File: src/hdl/ddmut_pkg.sv
package ddmut_pkg;

    localparam int DIST_W   = 14;
    localparam int PERIOD_W = 10;

    localparam logic [DIST_W-1:0]   DIST_MAX     = 14'd9999;
    localparam logic [PERIOD_W-1:0] SONAR_RESET  = 10'd1000;
    localparam logic [PERIOD_W-1:0] BUTTON_RESET = 10'd200;

    // 0.393701 in unsigned Q0.20, with the half-LSB rounding term.
    localparam logic [18:0] INCH_Q20   = 19'd412826;
    localparam logic [32:0] INCH_ROUND = 33'd524288;

    // Reciprocals for exact floor division of values up to 9999.
    localparam logic [15:0] RECIP_1000 = 16'd8389;
    localparam logic [15:0] RECIP_100  = 16'd5243;
    localparam logic [15:0] RECIP_10   = 16'd52429;

    // Configuration register indexes.
    localparam logic REG_SONAR_PERIOD  = 1'b0;
    localparam logic REG_BUTTON_PERIOD = 1'b1;

    // Digit positions.
    localparam logic [1:0] SEL_THOUSANDS = 2'd0;
    localparam logic [1:0] SEL_HUNDREDS  = 2'd1;
    localparam logic [1:0] SEL_TENS      = 2'd2;
    localparam logic [1:0] SEL_UNITS     = 2'd3;

    typedef struct packed {
        logic [DIST_W-1:0] value;
        logic [1:0]        sel;
        logic              inch;
    } t_word;

endpackage

File: src/hdl/ddmut_sched.sv
module ddmut_sched (
    input  logic                               i_clk,
    input  logic                               i_rst_n,
    input  logic                               i_cfg_we,
    input  logic                               i_cfg_addr,
    input  logic [ddmut_pkg::PERIOD_W-1:0]     i_cfg_data,
    input  logic                               i_valid,
    output logic                               o_ready,
    input  logic [ddmut_pkg::DIST_W-1:0]       i_distance_cm,
    input  logic                               i_button_pressed,
    output logic                               o_valid,
    input  logic                               i_ready,
    output ddmut_pkg::t_word                   o_word
);

    logic [ddmut_pkg::PERIOD_W-1:0] r_sonar_period, r_button_period;
    logic [ddmut_pkg::PERIOD_W-1:0] r_sonar_elapsed, r_button_elapsed;
    logic [ddmut_pkg::DIST_W-1:0]   r_latched, n_latched;
    logic                           r_unit, n_unit;
    logic                           r_wait, n_wait;
    logic [1:0]                     r_digit;
    logic                           r_started;
    logic                           r_valid;
    ddmut_pkg::t_word               r_word;
    logic                           accept, sonar_fire, button_fire;

    assign o_ready     = !r_valid || i_ready;
    assign accept      = i_valid && o_ready;
    assign sonar_fire  = r_sonar_elapsed >= r_sonar_period;
    assign button_fire = r_button_elapsed >= r_button_period;

    always_comb begin
        n_latched = r_latched;
        if (sonar_fire) begin
            n_latched = (i_distance_cm > ddmut_pkg::DIST_MAX) ? ddmut_pkg::DIST_MAX
                                                              : i_distance_cm;
        end
        n_unit = r_unit;
        n_wait = r_wait;
        // Toggle once per press, then hold off until the button is seen released.
        if (button_fire) begin
            if (!r_wait) begin
                if (i_button_pressed) begin
                    n_unit = !r_unit;
                    n_wait = 1'b1;
                end
            end else if (!i_button_pressed) begin
                n_wait = 1'b0;
            end
        end
    end

    always_ff @(posedge i_clk) begin
        if (!i_rst_n) begin
            r_sonar_period   <= ddmut_pkg::SONAR_RESET;
            r_button_period  <= ddmut_pkg::BUTTON_RESET;
            r_sonar_elapsed  <= '0;
            r_button_elapsed <= '0;
            r_latched        <= '0;
            r_unit           <= 1'b0;
            r_wait           <= 1'b0;
            r_digit          <= ddmut_pkg::SEL_THOUSANDS;
            r_started        <= 1'b0;
            r_valid          <= 1'b0;
        end else begin
            if (i_cfg_we) begin
                unique case (i_cfg_addr)
                    ddmut_pkg::REG_SONAR_PERIOD:  r_sonar_period  <= i_cfg_data;
                    ddmut_pkg::REG_BUTTON_PERIOD: r_button_period <= i_cfg_data;
                    default: ;
                endcase
            end
            if (accept) begin
                r_sonar_elapsed  <= sonar_fire  ? 10'd1 : r_sonar_elapsed + 10'd1;
                r_button_elapsed <= button_fire ? 10'd1 : r_button_elapsed + 10'd1;
                r_latched        <= n_latched;
                r_unit           <= n_unit;
                r_wait           <= n_wait;
                r_started        <= 1'b1;
                if (r_started) begin
                    r_digit <= r_digit + 2'd1;
                end
            end
            if (o_ready) begin
                r_valid <= accept && r_started;
            end
        end
    end

    // The digit sees this tick's latch but the unit flag from before this tick.
    always_ff @(posedge i_clk) begin
        if (accept) begin
            r_word.value <= n_latched;
            r_word.sel   <= r_digit;
            r_word.inch  <= r_unit;
        end
    end

    assign o_valid = r_valid;
    assign o_word  = r_word;

endmodule

File: src/hdl/ddmut_conv.sv
module ddmut_conv (
    input  logic             i_clk,
    input  logic             i_rst_n,
    input  logic             i_valid,
    output logic             o_ready,
    input  ddmut_pkg::t_word i_word,
    output logic             o_valid,
    input  logic             i_ready,
    output ddmut_pkg::t_word o_word
);

    logic             r_valid;
    ddmut_pkg::t_word r_word;
    logic [32:0]      product;
    logic [ddmut_pkg::DIST_W-1:0] inches;

    assign o_ready = !r_valid || i_ready;
    assign product = 33'(i_word.value) * 33'(ddmut_pkg::INCH_Q20) + ddmut_pkg::INCH_ROUND;
    assign inches  = {1'b0, product[32:20]};

    always_ff @(posedge i_clk) begin
        if (!i_rst_n) begin
            r_valid <= 1'b0;
        end else if (o_ready) begin
            r_valid <= i_valid;
        end
    end

    always_ff @(posedge i_clk) begin
        if (o_ready && i_valid) begin
            r_word.value <= i_word.inch ? inches : i_word.value;
            r_word.sel   <= i_word.sel;
            r_word.inch  <= i_word.inch;
        end
    end

    assign o_valid = r_valid;
    assign o_word  = r_word;

endmodule

File: src/hdl/ddmut_digit.sv
module ddmut_digit (
    input  logic             i_clk,
    input  logic             i_rst_n,
    input  logic             i_valid,
    output logic             o_ready,
    input  ddmut_pkg::t_word i_word,
    output logic             o_valid,
    input  logic             i_ready,
    output logic [3:0]       o_digit_value,
    output logic [1:0]       o_digit_select,
    output logic             o_in_inches
);

    // First stage: quotient by the place value of the selected position.
    logic             r_q_valid;
    ddmut_pkg::t_word r_q;
    logic             q_ready;
    logic [29:0]      prod_q;
    logic [ddmut_pkg::DIST_W-1:0] quot;

    // Second stage: quotient modulo ten.
    logic        r_valid;
    logic [3:0]  r_digit;
    logic [1:0]  r_sel;
    logic        r_inch;
    logic [29:0] prod_10;
    logic [10:0] q10;
    logic [ddmut_pkg::DIST_W-1:0] q10x10, rem;

    assign q_ready = !r_valid || i_ready;
    assign o_ready = !r_q_valid || q_ready;

    always_comb begin
        prod_q = '0;
        quot   = i_word.value;
        unique case (i_word.sel)
            ddmut_pkg::SEL_THOUSANDS: begin
                prod_q = 30'(i_word.value) * 30'(ddmut_pkg::RECIP_1000);
                quot   = {7'd0, prod_q[29:23]};
            end
            ddmut_pkg::SEL_HUNDREDS: begin
                prod_q = 30'(i_word.value) * 30'(ddmut_pkg::RECIP_100);
                quot   = {3'd0, prod_q[29:19]};
            end
            ddmut_pkg::SEL_TENS: begin
                prod_q = 30'(i_word.value) * 30'(ddmut_pkg::RECIP_10);
                quot   = {3'd0, prod_q[29:19]};
            end
            ddmut_pkg::SEL_UNITS: begin
                quot   = i_word.value;
            end
            default: ;
        endcase
    end

    assign prod_10 = 30'(r_q.value) * 30'(ddmut_pkg::RECIP_10);
    assign q10     = prod_10[29:19];
    assign q10x10  = {q10, 3'b000} + {2'b00, q10, 1'b0};
    assign rem     = r_q.value - q10x10;

    always_ff @(posedge i_clk) begin
        if (!i_rst_n) begin
            r_q_valid <= 1'b0;
            r_valid   <= 1'b0;
        end else begin
            if (o_ready) begin
                r_q_valid <= i_valid;
            end
            if (q_ready) begin
                r_valid <= r_q_valid;
            end
        end
    end

    always_ff @(posedge i_clk) begin
        if (o_ready && i_valid) begin
            r_q.value <= quot;
            r_q.sel   <= i_word.sel;
            r_q.inch  <= i_word.inch;
        end
        if (q_ready && r_q_valid) begin
            r_digit <= rem[3:0];
            r_sel   <= r_q.sel;
            r_inch  <= r_q.inch;
        end
    end

    assign o_valid        = r_valid;
    assign o_digit_value  = r_digit;
    assign o_digit_select = r_sel;
    assign o_in_inches    = r_inch;

endmodule

File: src/hdl/distance_display_mux_with_unit_toggle.sv
// Four-digit multiplexed distance display driver with a centimeter/inch toggle. Each input
// word is one scheduler tick carrying the measured distance and the button level; the block
// latches the distance every sonar_period ticks, samples the button every button_period ticks
// and toggles the unit on a press, and from the second tick on emits one digit word per tick,
// cycling thousands, hundreds, tens and units. A word is accepted every cycle while the output
// drains. A tick passes four register stages: the tick scheduler, loaded at the edge that
// accepts the tick, the inch conversion multiplier, the place-value divide and the final
// modulo-ten step, whose register presents its digit. Configuration writes take effect on
// the next clock edge.
module distance_display_mux_with_unit_toggle (
    input  logic                           i_clk,
    input  logic                           i_rst_n,
    input  logic                           i_cfg_we,
    input  logic                           i_cfg_addr,
    input  logic [ddmut_pkg::PERIOD_W-1:0] i_cfg_data,
    input  logic                           i_valid,
    output logic                           o_ready,
    input  logic [ddmut_pkg::DIST_W-1:0]   i_distance_cm,
    input  logic                           i_button_pressed,
    output logic                           o_valid,
    input  logic                           i_ready,
    output logic [3:0]                     o_digit_value,
    output logic [1:0]                     o_digit_select,
    output logic                           o_in_inches
);

    logic             sched_valid, sched_ready;
    ddmut_pkg::t_word sched_word;
    logic             conv_valid, conv_ready;
    ddmut_pkg::t_word conv_word;

    ddmut_sched u_sched (
        .i_clk            (i_clk),
        .i_rst_n          (i_rst_n),
        .i_cfg_we         (i_cfg_we),
        .i_cfg_addr       (i_cfg_addr),
        .i_cfg_data       (i_cfg_data),
        .i_valid          (i_valid),
        .o_ready          (o_ready),
        .i_distance_cm    (i_distance_cm),
        .i_button_pressed (i_button_pressed),
        .o_valid          (sched_valid),
        .i_ready          (sched_ready),
        .o_word           (sched_word)
    );

    ddmut_conv u_conv (
        .i_clk   (i_clk),
        .i_rst_n (i_rst_n),
        .i_valid (sched_valid),
        .o_ready (sched_ready),
        .i_word  (sched_word),
        .o_valid (conv_valid),
        .i_ready (conv_ready),
        .o_word  (conv_word)
    );

    ddmut_digit u_digit (
        .i_clk          (i_clk),
        .i_rst_n        (i_rst_n),
        .i_valid        (conv_valid),
        .o_ready        (conv_ready),
        .i_word         (conv_word),
        .o_valid        (o_valid),
        .i_ready        (i_ready),
        .o_digit_value  (o_digit_value),
        .o_digit_select (o_digit_select),
        .o_in_inches    (o_in_inches)
    );

    // Tracks the position of the last delivered digit for the sequence check.
    logic       r_seen;
    logic [1:0] r_prev_sel;

    always_ff @(posedge i_clk) begin
        if (!i_rst_n) begin
            r_seen <= 1'b0;
        end else if (o_valid && i_ready) begin
            r_seen <= 1'b1;
        end
    end

    always_ff @(posedge i_clk) begin
        if (o_valid && i_ready) begin
            r_prev_sel <= o_digit_select;
        end
    end

    a_digit_range: assert property (@(posedge i_clk) disable iff (!i_rst_n)
        o_valid |-> o_digit_value <= 4'd9)
        else $error("digit value out of decimal range");

    a_inch_thousands: assert property (@(posedge i_clk) disable iff (!i_rst_n)
        o_valid && o_in_inches && o_digit_select == ddmut_pkg::SEL_THOUSANDS
        |-> o_digit_value <= 4'd3)
        else $error("inch value exceeds converted maximum");

    a_select_sequence: assert property (@(posedge i_clk) disable iff (!i_rst_n)
        o_valid && r_seen |-> o_digit_select == r_prev_sel + 2'd1)
        else $error("digit positions out of order");

    a_reset_empty: assert property (@(posedge i_clk)
        !i_rst_n |=> !o_valid)
        else $error("output valid right after reset");

endmodule

File: config.mk
export PLATFORM = sky130hd
export DESIGN_NAME = distance_display_mux_with_unit_toggle
export DESIGN_NICKNAME = d
export VERILOG_FILES = /design/src/hdl/ddmut_pkg.sv /design/src/hdl/ddmut_sched.sv /design/src/hdl/ddmut_conv.sv /design/src/hdl/ddmut_digit.sv /design/src/hdl/distance_display_mux_with_unit_toggle.sv
export SDC_FILE = /design/constraint.sdc
export NUM_CORES = 1
export LEC_CHECK = 0
export BUFFER_PORTS_ARGS = -buffer_cell sky130_fd_sc_hd__buf_2
export CORE_MARGIN = 8
export CORE_UTILIZATION = 45
export CTS_CLUSTER_SIZE = 25
export DETAILED_ROUTE_END_ITERATION = 10
export GPL_TIMING_DRIVEN = 0
export HOLD_SLACK_MARGIN = 0.15
export PLACE_DENSITY_LB_ADDON = 0.3
export SLEW_MARGIN = 20
export SYNTH_ARGS = -nofsm -noshare
export SYNTH_HDL_FRONTEND = slang
export SYNTH_HIERARCHICAL = 1
export SYNTH_SLANG_ARGS = --single-unit
File: constraint.sdc
create_clock -name i_clk -period 8.9 [get_ports i_clk]
set_clock_uncertainty 0.15 [all_clocks]
set_input_delay 0.445 -clock i_clk [delete_from_list [all_inputs] [get_ports i_clk]]
set_output_delay 0.445 -clock i_clk [all_outputs]
set_load 0.01 [all_outputs]
## Word-level counts from Yosys, hierarchy flattened

Index checks and enable logic that the tools add are counted.

| cells by class | value |
|---|---|
| add/subtract/negate cells | 6 |
| multipliers | 5 |
| magnitude comparators | 3 |
| equal/unequal tests | 3 |
| muxes and demuxes | 7 |
| bitwise logic cells | 2 |
| reduce and logical (&&, ||, !) cells | 20 |

Operators by type and width:

| kind | count |
|---|---|
| $pmux W14 S4 | 1 |
| $add A33 B20 Y33 const B | 1 |
| $mul A14 B18 Y32 const B | 1 |
| $mul A14 B16 Y30 const B | 1 |
| $mul A14 B14 Y28 const B | 1 |
| $mux W14 | 2 |
| $mul A14 B13 Y27 const B | 1 |
| $mul A14 B16 Y22 const B | 1 |
| $add A10 B1 Y10 const B | 2 |
| $ge A10 B10 Y1 | 2 |
| $mux W10 | 2 |
| $gt A14 B14 Y1 const B | 1 |
| $mux W13 | 1 |
| $reduce_and A2 Y1 | 4 |
| $logic_and A1 B1 Y1 | 5 |
| $logic_not A1 Y1 | 5 |
| $add A4 B4 Y4 | 1 |
| $eq A2 B2 Y1 const B | 2 |
| $logic_or A1 B1 Y1 | 4 |
| $reduce_and A4 Y1 | 1 |
| $sub A4 B4 Y4 | 1 |
| $add A2 B1 Y2 const B | 1 |
| $eq A2 B1 Y1 const B | 1 |
| $logic_not A2 Y1 | 1 |
| 2 further kinds | 3 |

| storage, ports and cells | value |
|---|---|
| register bits | 121 |
| word-level logic and storage cells | 72 |

## Depth between registers and ports, before layout

| logic depth | value |
|---|---|
| depth in word-level cells | 7 |
| gate-level depth with buffers | 26 |
| gate-level depth less buffers | 26 |

## By module

Netlist, hierarchy kept.

Modules (own cells, without submodules):

| module | times used | cells each | area each (um2) | seq. area each (um2) |
|---|---|---|---|---|
| ddmut_digit | 1 | 1249 | 12225.5 | 760.7 |
| ddmut_conv | 1 | 551 | 5131.2 | 530.5 |
| ddmut_sched | 1 | 371 | 3659.8 | 1711.6 |

## Worst setup path before layout

OpenSTA, ideal clock, no wires.

| path | value |
|---|---|
| path kind | flip-flop to flip-flop |
| start point | register u_sched.r_word, in the netlist u_sched/o_word[15] |
| end point | register u_conv.r_word, in the netlist u_conv/o_word[15], data pin |
| library setup time | 0.152 ns |
| data arrival time | 5.982 ns |
| slack | 2.616 ns |
| stages on the path, launching flop included | 19 |
| buffers on the path | 0 |
| path through | edfxtp_1 inv_1 ha_1 fa_1 fa_1 fa_1 inv_1 fa_1 fa_1 ha_1 a21oi_1 o21ai_2 o21ai_1 a21o_1 a2111oi_0 and4b_1 or4_4 or4_1 a31oi_1 |

| on the way | value |
|---|---|
| word-level cells in the longest chain between the ends | 3 |

RTL lines:

| item | RTL line | text |
|---|---|---|
| from (decl) | ddmut_sched.sv:24 | `ddmut_pkg::t_word r_word;` |
| $mul A14 B18 Y32 | ddmut_conv.sv:18 | `assign product = 33'(i_word.value) * 33'(ddmut_pkg::INCH_Q20) + ddmut_pkg::INCH_ROUND;` |
| $add A33 B20 Y33 | ddmut_conv.sv:18 |  |
| $mux W13 * | ddmut_conv.sv:31 | `r_word.value <= i_word.inch ? inches : i_word.value;` |
| to (decl) | ddmut_conv.sv:13 | `ddmut_pkg::t_word r_word;` |

Mark *: on every way between the ends. The rest lies on a longest branch, timed or not.
A chain may end at the register's enable or synchronous reset.

## Worst setup path after layout

| path | value |
|---|---|
| start point | register u_conv.r_word, in the netlist u_conv/o_word[15] |
| end point | register u_digit/r_q[4] in the netlist's numbering, data pin |

| on the way | value |
|---|---|
| word-level cells in the longest chain between the ends | 2 |
| elaborated cells on any way between the ends | 4 |
| those cells by class | 3 x mul; 1 x mux |

RTL lines:

| item | RTL line | text |
|---|---|---|
| $mul A14 B16 Y30 (tied with other cells) | ddmut_digit.sv:46 | `prod_q = 30'(i_word.value) * 30'(ddmut_pkg::RECIP_10);` |
| $pmux W14 S4 * | ddmut_digit.sv:36 | `unique case (i_word.sel)` |
| via u_digit.quot, one bit | ddmut_digit.sv:19 | `logic [ddmut_pkg::DIST_W-1:0] quot;` |
| to (decl) | ddmut_digit.sv:16 | `ddmut_pkg::t_word r_q;` |

Mark *: on every way through the listed nets, which the timed path passes. The rest lies on a longest branch.

==> qor.txt <==
================================================================================
Combined flip-flop and latch cell area                                  3003 µm²
Worst Path Max Fanout                                                         18
Starting density of the core                                              0.4533
Net Switching                                                           2.197 mW
First-pass GRT wire length                                              78.98 mm
Internal power                                                          2.319 mW
Hold Path Origin                                                    i_distance_cm[4]
Clock root buffer                                                   sky130_fd_sc_hd__clkbuf_16
Synthesis-to-layout area growth                                           7.894%
Worst slew margin                                                         0.3971
FFs w/ async S/R, synth                                                        0
Number of I/O pins                                                            40
Wire per inst                                                           16.55 µm
Required time of the critical path                                       8.89 ns
Max Root-Sink Buffers                                                          2
CTS tree                                                                    done
Final non-filler cell area                                             22680 µm²
Clk pin slew, worst setup/hold paths                                     0.06 ns
Crit path DAT                                                            7.47 ns
CP startpoint                                                       u_conv/o_word[15]
Detail-routed via count per cell                                           5.268
Non-filler instance count after layout                                      2862
Peak VDD IR                                                             169.8 µV
Resize count post-CTS                                                          0
Switching power as a share of total power                                 0.4866
Leakage dissipation                                                     11.74 nW
Filler cells                                                                4303
Sum of routed wire length over all layers                               47.36 mm
Overall die width                                                       232.1 µm
Share of layout cells above drive strength 1                             0.06031
Cell Area, Placed                                                      21970 µm²
Minimum period implied by the final worst setup slack                   7.483 ns
Die ar.                                                                53880 µm²
DRC violation count after routing                                              0
Cell total after placement                                                  2817
Number of clock sinks seen by CTS                                            121
Sequential cell area fraction in the yosys report                         0.1429
Most frequent cells in the layout                                   sky130_fd_sc_hd__inv_1 (541), sky130_fd_sc_hd__ha_1 (486), sky130_fd_sc_hd__fa_1 (242), sky130_fd_sc_hd__nand2_1 (107), sky130_fd_sc_hd__a21oi_1 (96)
Total gr overflow                                                              0
Count of vias placed by the detailed router                                15076
Min-Delay Path Class                                                   in -> reg
Floorplan core area                                                    46360 µm²
Total routing resource utilization after global routing                   0.1803
CTS H-Tree Depth                                                               4
Cell area after technology mapping                                     21020 µm²
Critical path class                                                   reg -> reg
Part of the power in the clock network                                     0.148
Final Power                                                             4.516 mW
Pin count of the biggest net entering global routing                          27
Number of antenna violations at the first check in global routing              0
Via count of the first global-routing pass                                 16022
Site Rows                                                                     79
ANT nets after route                                                           0
Clock latency reported for the late side of the worst-skew pair          0.42 ns
Setup slack of the worst register-to-register path                       1.42 ns
Peak clock frequency supported by timing                               133.6 MHz
Total clock buffers created by CTS                                            17
Multi-input logic area                                                 15820 µm²
Final number of max-transition violations                                      0
Number of max-cap violations                                                   0
Mean Syn Cell Area                                                     9.681 µm²
Comb pwr share                                                             0.707
Final estimated routing congestion in global placement                    0.8795
Total number of yosys warnings                                                 6
Sum Neg Setup Slack                                                         0 ns
DRT iter0 DRCs                                                               693
Worst setup EP type                                                    flip-flop
Number of detailed-route iterations in the first pass                          5
Period utilisation layout                                                 0.8408
Dominant register cell in the synthesized netlist                   sky130_fd_sc_hd__dfxtp_1
Post-Syn Instances                                                          2171
Beginning of the worst register-to-register path                    u_conv/o_word[15]
Number of library cell types mapped by synthesis                             100
Post-synthesis sequential element count                                      121
Post-Syn Nets                                                               2930
Nets                                                                        3001
Setup repair after global routing missed its margin                           no
Count of inserted antenna diode cells                                          0
Startpoint type of the worst setup path                                flip-flop
Die span in y                                                           232.1 µm
Transition at the pin with the smallest max-transition slack           0.9044 ns
Number of enable flip-flop cells after synthesis                              58
Power density of the placed cells                                   199.2 nW/µm²
Commonest non-fill, non-tap cell in the layout                      sky130_fd_sc_hd__inv_1
Number of failing setup endpoints in the final timing report                   0
Run status                                                          finished, final reports clean
Proportion of power drawn by flip-flops and latches                        0.145
Final number of hold-violating endpoints                                       0
HPWL Detailed                                                           40.59 mm
Number of port buffers                                                        39
================================================================================
[per-layer routing]
metal | share of wire | vias to the layer above | wire [µm] | track usage
met2 | 0.50 | 294 | 23680 | 0.3234
met1 | 0.44 | 7337 | 20800 | 0.2254
met5 | 0 | - | 0 | 0
li1 | - | 7367 | - | -
met3 | 0.034 | 78 | 1598 | 0.01906
met4 | 0.027 | 0 | 1289 | 0.05469
[area by class of cell]
type,count,area share
inverters,543,0.08989
well taps,607,0.03349
multi-input cells,1479,0.6978
clock buffers,19,0.02047
repair buffers,52,0.01435
clock inverters,13,0.004801
plain buffers,28,0.006787
flip-flops and latches,121,0.1324
[worst max-delay path, stage by stage (launching register included)]
cell and delay, ns:
sky130_fd_sc_hd__edfxtp_1 0.94, sky130_fd_sc_hd__inv_1 0.29, sky130_fd_sc_hd__ha_1 0.44, sky130_fd_sc_hd__xnor2_1 0.38
sky130_fd_sc_hd__ha_1 0.33, sky130_fd_sc_hd__inv_1 0.12, sky130_fd_sc_hd__fa_1 0.46, sky130_fd_sc_hd__fa_1 0.55
sky130_fd_sc_hd__inv_1 0.05, sky130_fd_sc_hd__fa_1 0.50, sky130_fd_sc_hd__inv_1 0.05, sky130_fd_sc_hd__fa_1 0.50
sky130_fd_sc_hd__inv_1 0.04, sky130_fd_sc_hd__ha_1 0.18, sky130_fd_sc_hd__a21oi_1 0.15, sky130_fd_sc_hd__o21ai_0 0.23
sky130_fd_sc_hd__o21bai_1 0.22, sky130_fd_sc_hd__a2111oi_0 0.73, sky130_fd_sc_hd__xnor2_1 0.33, sky130_fd_sc_hd__mux4_2 0.55
[sequential cells by signal, indices dropped and copies added (netlist names), 2 cells and up]
name / count
u_digit/r_q: 17
u_digit/o_digit_value: 4
u_sched/r_digit: 2
u_sched/o_word: 17
u_sched/r_latched: 14
u_conv/o_word: 17
u_sched/r_sonar_elapsed: 10
u_sched/r_button_elapsed: 10
u_digit/o_digit_select: 2
u_sched/r_button_period: 10
u_sched/r_sonar_period: 10
[worst paths after layout]
check                         endpoint  cells after the start
setup / recovery        u_digit/r_q[4]                     19
hold / removal    u_sched/r_latched[4]                      3
setup reg to reg        u_digit/r_q[4]                     19
hold reg to reg         u_digit/r_q[0]                      0
[cell families (layout without fill, tap and decap cells)]
kind of cell / after synthesis / in the layout / share of synthesized area
adders and majority gates: 728 / 728 / 0.5199
buffers and inverters: 571 / 655 / 0.1042
and+or+nand+nor: 356 / 356 / 0.08781
AOI/OAI and AO/OA: 301 / 301 / 0.1028
DFF: 121 / 121 / 0.1429
xor gates and xnor gates: 71 / 71 / 0.03048
muxes: 23 / 23 / 0.01191
[Yosys cell counts, types with 14 or more instances]
cell | n | area, µm²
sky130_fd_sc_hd__a211oi_1 | 16 | 120.1
sky130_fd_sc_hd__a21o_1 | 24 | 180.2
sky130_fd_sc_hd__a21oi_1 | 96 | 480.5
sky130_fd_sc_hd__a31oi_1 | 14 | 87.58
sky130_fd_sc_hd__and3_1 | 16 | 100.1
sky130_fd_sc_hd__clkbuf_1 | 16 | 60.06
sky130_fd_sc_hd__dfxtp_1 | 63 | 1261
sky130_fd_sc_hd__edfxtp_1 | 58 | 1742
sky130_fd_sc_hd__fa_1 | 242 | 4845
sky130_fd_sc_hd__ha_1 | 486 | 6081
sky130_fd_sc_hd__inv_1 | 541 | 2031
sky130_fd_sc_hd__mux2i_1 | 16 | 160.2
sky130_fd_sc_hd__nand2_1 | 107 | 401.6
sky130_fd_sc_hd__nand3_1 | 42 | 210.2
sky130_fd_sc_hd__nand4_1 | 21 | 131.4
sky130_fd_sc_hd__nor2_1 | 53 | 198.9
sky130_fd_sc_hd__nor2b_1 | 15 | 93.84
sky130_fd_sc_hd__nor3_1 | 30 | 150.1
sky130_fd_sc_hd__o211ai_1 | 15 | 112.6
sky130_fd_sc_hd__o21ai_0 | 32 | 160.2
sky130_fd_sc_hd__xnor2_1 | 36 | 315.3
sky130_fd_sc_hd__xor2_1 | 34 | 297.8
[through the flow]
step / setup WS [ns] / hold WS, ns / utilization
floorplan: 2.616 / 0.2503 / -
global placement: 1.544 / 0.2548 / 0.4739
detailed placement: 1.466 / 0.2561 / 0.4740
CTS: 1.394 / 0.1555 / 0.4891
global route: 0.9850 / 0.1695 / 0.4891
finish: 1.417 / 0.1723 / 0.4891
[power by group through the flow]
stage	clock network, mW	logic, mW	registers [mW]
floorplan	0	2.40	0.651
global placement	0	3.08	0.666
detailed placement	0	3.18	0.666
CTS	0.678	3.22	0.655
global route	0.703	3.66	0.657
finish	0.666	3.20	0.655
[timing repair]
item	CTS	global route
endpoints found under the hold margin	22	0
hold buffers	13	0
buffers inserted	0	0
setup endpoints to repair	0	0
(Power assumes the default switching activity.)
